**src/cpgi_pkg.sv**
```systemverilog
// Shared types, widths and codes for the Coons patch grid interpolator.
// Used by every module of the block; depends on nothing.
package cpgi_pkg;

   // grid and number formats
   localparam int MAX_DIM    = 256;
   localparam int IDX_W      = 8;
   localparam int DIM_W      = 9;
   localparam int COORD_W    = 32;
   localparam int WGT_W      = 17;
   localparam int CPROD_W    = 2 * WGT_W;
   localparam int PROD_W     = WGT_W + 1 + COORD_W;
   localparam int SUM_W      = PROD_W + 2;
   localparam int Q_W        = 16;
   localparam int NUM_STAGES = 10;

   // register indexes of the configuration port
   localparam logic CSR_NUM_ROWS = 1'b0;
   localparam logic CSR_NUM_COLS = 1'b1;

   // what a query returns
   localparam logic [2:0] SEL_OUTSIDE  = 3'd0;
   localparam logic [2:0] SEL_TOP      = 3'd1;
   localparam logic [2:0] SEL_BOTTOM   = 3'd2;
   localparam logic [2:0] SEL_LEFT     = 3'd3;
   localparam logic [2:0] SEL_RIGHT    = 3'd4;
   localparam logic [2:0] SEL_INTERIOR = 3'd5;

   typedef logic [NUM_STAGES:1] stage_en_type;

   typedef struct packed {
      logic signed [COORD_W-1:0] z;
      logic signed [COORD_W-1:0] y;
      logic signed [COORD_W-1:0] x;
   } point_type;

   // edge and corner points read for one query
   typedef struct packed {
      point_type t_j;
      point_type b_j;
      point_type l_i;
      point_type r_i;
      point_type t_0;
      point_type t_n;
      point_type b_0;
      point_type b_n;
   } edge_pts_type;

   // edge weights and raw corner weight products, Q1.16 and Q2.32
   typedef struct packed {
      logic [WGT_W-1:0]   a0;
      logic [WGT_W-1:0]   a1;
      logic [WGT_W-1:0]   b0;
      logic [WGT_W-1:0]   b1;
      logic [CPROD_W-1:0] p00;
      logic [CPROD_W-1:0] p01;
      logic [CPROD_W-1:0] p10;
      logic [CPROD_W-1:0] p11;
   } weight_type;

endpackage

```
**src/cpgi_weight.sv**
```systemverilog
// Weight pipeline: long division of k/(d) over four stages, rounded edge
// weights, then the corner weight products. Depends on cpgi_pkg.
module cpgi_weight (
   input  logic                        clock,
   input  cpgi_pkg::stage_en_type      stage_en,
   input  logic [cpgi_pkg::IDX_W-1:0]  k_row,
   input  logic [cpgi_pkg::IDX_W-1:0]  d_row,
   input  logic [cpgi_pkg::IDX_W-1:0]  k_col,
   input  logic [cpgi_pkg::IDX_W-1:0]  d_col,
   output cpgi_pkg::weight_type        weights
);
   import cpgi_pkg::*;

   typedef struct packed {
      logic [IDX_W-1:0] rem;
      logic [Q_W-1:0]   q;
      logic [IDX_W-1:0] d;
   } div_type;

   // four restoring steps, zeros shifted in
   function automatic div_type div4(div_type s);
      div_type        o;
      logic [IDX_W:0] r2;
      o = s;
      for (int t = 0; t < 4; t++) begin
         r2 = {o.rem, 1'b0};
         if (r2 >= {1'b0, o.d}) begin
            o.rem = IDX_W'(r2 - {1'b0, o.d});
            o.q   = {o.q[Q_W-2:0], 1'b1};
         end else begin
            o.rem = r2[IDX_W-1:0];
            o.q   = {o.q[Q_W-2:0], 1'b0};
         end
      end
      return o;
   endfunction

   // rounded k/d and (d-k)/d from quotient and remainder, halves up
   function automatic logic [2*WGT_W-1:0] round_pair(div_type s);
      logic [IDX_W:0]   h;
      logic             up1;
      logic             up0;
      logic [IDX_W-1:0] rc;
      logic [WGT_W-1:0] qc;
      logic [WGT_W-1:0] w1;
      logic [WGT_W-1:0] w0;
      h   = {2'b00, s.d[IDX_W-1:1]};
      up1 = ({1'b0, s.rem} + h) >= {1'b0, s.d};
      rc  = (s.rem == '0) ? '0 : IDX_W'(s.d - s.rem);
      up0 = ({1'b0, rc} + h) >= {1'b0, s.d};
      qc  = WGT_W'(1 << Q_W) - {1'b0, s.q} - WGT_W'(s.rem != '0);
      w1  = {1'b0, s.q} + WGT_W'(up1);
      w0  = qc + WGT_W'(up0);
      return {w0, w1};
   endfunction

   div_type    row_ff [2:5];
   div_type    col_ff [2:5];
   div_type    row_in [2:5];
   div_type    col_in [2:5];
   weight_type edge_ff;
   weight_type edge_in;
   weight_type out_ff;
   weight_type out_in;

   // division steps
   always_comb begin
      row_in[2] = div4('{rem: k_row, q: '0, d: d_row});
      col_in[2] = div4('{rem: k_col, q: '0, d: d_col});
      for (int k = 3; k <= 5; k++) begin
         row_in[k] = div4(row_ff[k-1]);
         col_in[k] = div4(col_ff[k-1]);
      end
   end

   // rounded edge weights
   always_comb begin
      edge_in = '0;
      {edge_in.a0, edge_in.a1} = round_pair(row_ff[5]);
      {edge_in.b0, edge_in.b1} = round_pair(col_ff[5]);
   end

   // corner weight products
   always_comb begin
      out_in     = edge_ff;
      out_in.p00 = edge_ff.a0 * edge_ff.b0;
      out_in.p01 = edge_ff.a0 * edge_ff.b1;
      out_in.p10 = edge_ff.a1 * edge_ff.b0;
      out_in.p11 = edge_ff.a1 * edge_ff.b1;
   end

   always_ff @(posedge clock) begin
      for (int k = 2; k <= 5; k++) begin
         if (stage_en[k]) begin
            row_ff[k] <= row_in[k];
            col_ff[k] <= col_in[k];
         end
      end
      if (stage_en[6]) begin
         edge_ff <= edge_in;
      end
      if (stage_en[7]) begin
         out_ff <= out_in;
      end
   end

   assign weights = out_ff;

endmodule

```
**config.mk**
```make
export PLATFORM = sky130hd
export DESIGN_NAME = cpgi_weight
export DESIGN_NICKNAME = d
export VERILOG_FILES = /design/src/cpgi_pkg.sv /design/src/cpgi_weight.sv
export SDC_FILE = /design/constraint.sdc
export NUM_CORES = 2
export LEC_CHECK = 0
export ABC_AREA = 1
export BUFFER_PORTS_ARGS = -buffer_cell sky130_fd_sc_hd__buf_2
export CAP_MARGIN = 0
export CORE_ASPECT_RATIO = 1.4
export CORE_MARGIN = 2
export CORE_UTILIZATION = 55
export CTS_BUF_LIST = sky130_fd_sc_hd__clkbuf_2 sky130_fd_sc_hd__clkbuf_4 sky130_fd_sc_hd__clkbuf_8
export CTS_CLUSTER_DIAMETER = 50
export DETAILED_ROUTE_END_ITERATION = 10
export PLACE_DENSITY = 0.83
export SYNTH_ARGS = -nofsm -noshare
export SYNTH_HDL_FRONTEND = slang
export SYNTH_SLANG_ARGS = --single-unit
export TNS_END_PERCENT = 100
```
**constraint.sdc**
```tcl
create_clock -name clock -period 7.8 [get_ports clock]
set_clock_uncertainty 0.1 [all_clocks]
set_input_delay 1.56 -clock clock [delete_from_list [all_inputs] [get_ports clock]]
set_output_delay 1.56 -clock clock [all_outputs]
set_load 0.03 [all_outputs]
```
==> metrics.md <==
| Metric | Value |
|---|---|
| Outcome | `completed` |
| Syn-to-layout area delta | `8.10%` |
| Layout cell share with drive strength beyond 1 | `9.14%` |
| H-tree depth | `3` |
| Synth async-reset ratio | `0%` |
| Global-route wire length before repair | `297,000 um` |
| Critical Path RT | `8220 ps` |
| Clock transition at path regs | `60 ps` |
| Reg2reg end | `row_ff[1][63]` |
| Worst Max-Slew Pin Slew | `1290 ps` |
| Placed cell area | `75,200 um^2` |
| Clock Tree Root | `clkbuf_8` |
| DRC violations left | `0` |
| Vias in the first global route | `61,200` |
| Cell area after synthesis | `71,400 um^2` |
| Syn_nets | `10,300` |
| Yosys cell types | `62` |
| Area occupied by multi-input gates | `48,100 um^2` |
| Hold Worst Slack | `315 ps` |
| Tmin final | `7190 ps` |
| Fillers | `10,700` |
| Post-Syn Instances | `8,571` |
| Critical path type | `register to register` |
| Total Die Area | `133,000 um^2` |
| Ports | `247` |
| Hold Fails Final Rpt | `0` |
| Final Max Tran Viols | `0` |
| DR pass1 iterations | `6` |
| Main flop type after synthesis | `edfxtp_1` |
| Most frequent cells in the layout | `nand2_1 (2,192), inv_1 (1,993), fa_1 (912)` |
| Register Area | `14,400 um^2` |
| MaxCap Viol Count | `0` |
| I/O Buffers | `242` |
| FF-to-FF path depth | `38` |
| Post-synthesis sequential element count | `480` |
| # nets final | `10,600` |
| CTS Buf Count | `86` |
| Gpl congestion | `0.964` |
| Vias | `57,600` |
| # clock sinks | `480` |
| Largest net degree at the start of global routing | `142` |
| Setup crit end kind | `register` |
| Slew HR | `13.9%` |
| CP max stage delay | `430 ps` |
| Post-route antenna net violation count | `0` |
| Buf/Inv on CP | `4` |
| Routed Wire Length | `183,000 um` |
| Setup violators final | `0` |
| Crit path DAT | `7610 ps` |
| CP most frequent cell | `nand2_1` |
| Fmax | `139 MHz` |
| Most common library cell in the layout ignoring fill and taps | `nand2_1` |
| Initial antenna violation count | `7` |
| Worst setup path start | `row_ff[1][2]` |
| FP Rows | `156` |
| Slowest cell on the critical path | `edfxtp_1` |
| Final Cell Area | `77,200 um^2` |
| Initial DRC count | `4,113` |
| Post-DP HPWL | `147,000 um` |
| CP Launch Type | `register` |
| Overall die height | `430 um` |
| HP Start | `row_ff[1][9]` |
| Vias/cell | `5.42` |
| Sequential cell area fraction in the yosys report | `20.2%` |
| GRT Total Usage | `28.0%` |
| Crit path to | `row_ff[1][63]` |
| Wirelength per Cell | `17.2 um` |
| Initial Util | `55.3%` |
| Syn Area/Cell | `8.33 um^2` |
| Top delay family on crit path | `simple AND/OR/NAND/NOR gates` |
| GR Overflow Total | `0` |
| Clk_lat worst skew | `820 ps` |
| Die span in x | `308 um` |
| CTS tree | `built` |
| Reg-to-Reg Start | `row_ff[1][2]` |
| Number of synthesized flops with an enable pin | `480` |
| Crit-path max FO | `14` |
| Type of the worst min-delay path | `register to register` |
| Crit share post-route | `92.2%` |
| Synth warn | `0` |
| Core area | `129,000 um^2` |
| CTS max path bufs | `3` |
| Total stage count of the critical path | `38` |
| R2r setup slk | `610 ps` |
==> flip-flops by register name (all words and copies together) (netlist names) <==
| signal | flops |
|---|---|
| col_ff | 104 |
| row_ff | 104 |
| edge_ff | 68 |
| weights | 204 |
==> area by class of cell <==
class | count | area share (%)
flip-flops and latches | 480 | 18.7
clock buffers | 104 | 1.72
well taps | 1738 | 2.82
inverters | 2037 | 9.96
repair buffers | 465 | 3.82
diodes | 3 | 0.00973
multi-input cells | 5757 | 62.3
clock inverters | 48 | 0.720
==> Yosys cell counts (20+ instances only) <==
| library cell | instances | area [um^2] |
|---|---|---|
| a21o_1 | 36 | 270 |
| a21oi_1 | 376 | 1880 |
| a31oi_1 | 20 | 125 |
| clkbuf_1 | 273 | 1020 |
| edfxtp_1 | 480 | 14400 |
| fa_1 | 912 | 18300 |
| ha_1 | 798 | 9980 |
| inv_1 | 1994 | 7480 |
| inv_2 | 29 | 109 |
| nand2_1 | 2192 | 8230 |
| nand2_2 | 33 | 206 |
| nand3_1 | 203 | 1020 |
| nand3_2 | 24 | 240 |
| nand4_1 | 62 | 388 |
| nor2_1 | 253 | 950 |
| nor3_1 | 38 | 190 |
| o21ai_0 | 142 | 711 |
| o21ai_1 | 42 | 210 |
| o21bai_1 | 23 | 173 |
| or2_2 | 24 | 150 |
| xnor2_1 | 142 | 1240 |
| xor2_1 | 237 | 2080 |
==> kinds of logic (layout without fill, tap and decap cells) <==
group	Yosys count	count (layout)	share of synthesized area, %
AO/OA/AOI/OAI	756	756	6.07
XOR/XNOR	379	379	4.65
adder cells (fa/ha/maj)	1710	1710	39.6
buffers and inverters	2334	2654	12.5
flip-flops	480	480	20.2
other	0	3	0
AND/OR/NAND/NOR	2912	2912	17.0
==> through the flow <==
stage | std cells | util (%) | setup TNS [ps] | worst slack (ps)
floorplan | 8571 | - | 0 | 540
global placement | 10500 | 58.3 | -779 | -102
detailed placement | 10500 | 58.3 | -734 | -102
CTS | 10600 | 59.7 | 0 | 396
global route | 10600 | 59.8 | -9.57 | -9.57
finish | 10600 | 59.8 | 0 | 608
==> repair_timing <==
item,CTS,global route
hold buffers,0,0
endpoints found under the setup margin,0,34
gates resized for setup,0,9
setup buffers,0,7
hold endpoints to repair,0,0
==> worst min path at each step <==
stage                          endpoint  depth (start not counted)
after floorplan           col_ff[1][44]                          0
after global placement    row_ff[1][45]                          0
after detailed placement  col_ff[2][17]                          0
after CTS                 col_ff[2][17]                          0
after global routing      row_ff[1][44]                          0
final                     row_ff[1][45]                          0
==> worst reg2reg max path, delay by kind of cell (launching register included) <==
family,cells,cell delay [ps]
AO/OA/AOI/OAI,9,1820
buffers and inverters,4,460
AND/OR/NAND/NOR,21,2710
adder cells (fa/ha/maj),4,1360
flip-flops,1,430
==> metal layers <==
layer  global-route usage [%]  up-vias  share of wire, %
met5                        0        -             0.022
met1                     29.5    27600                34
li1                         -    26700                 -
met2                     50.9     2505                51
met3                     5.49      861               7.6
met4                     17.5        6               6.9
Power is not shown: default switching activity piles up to over one toggle a cycle in this logic, so the estimate is an artifact.
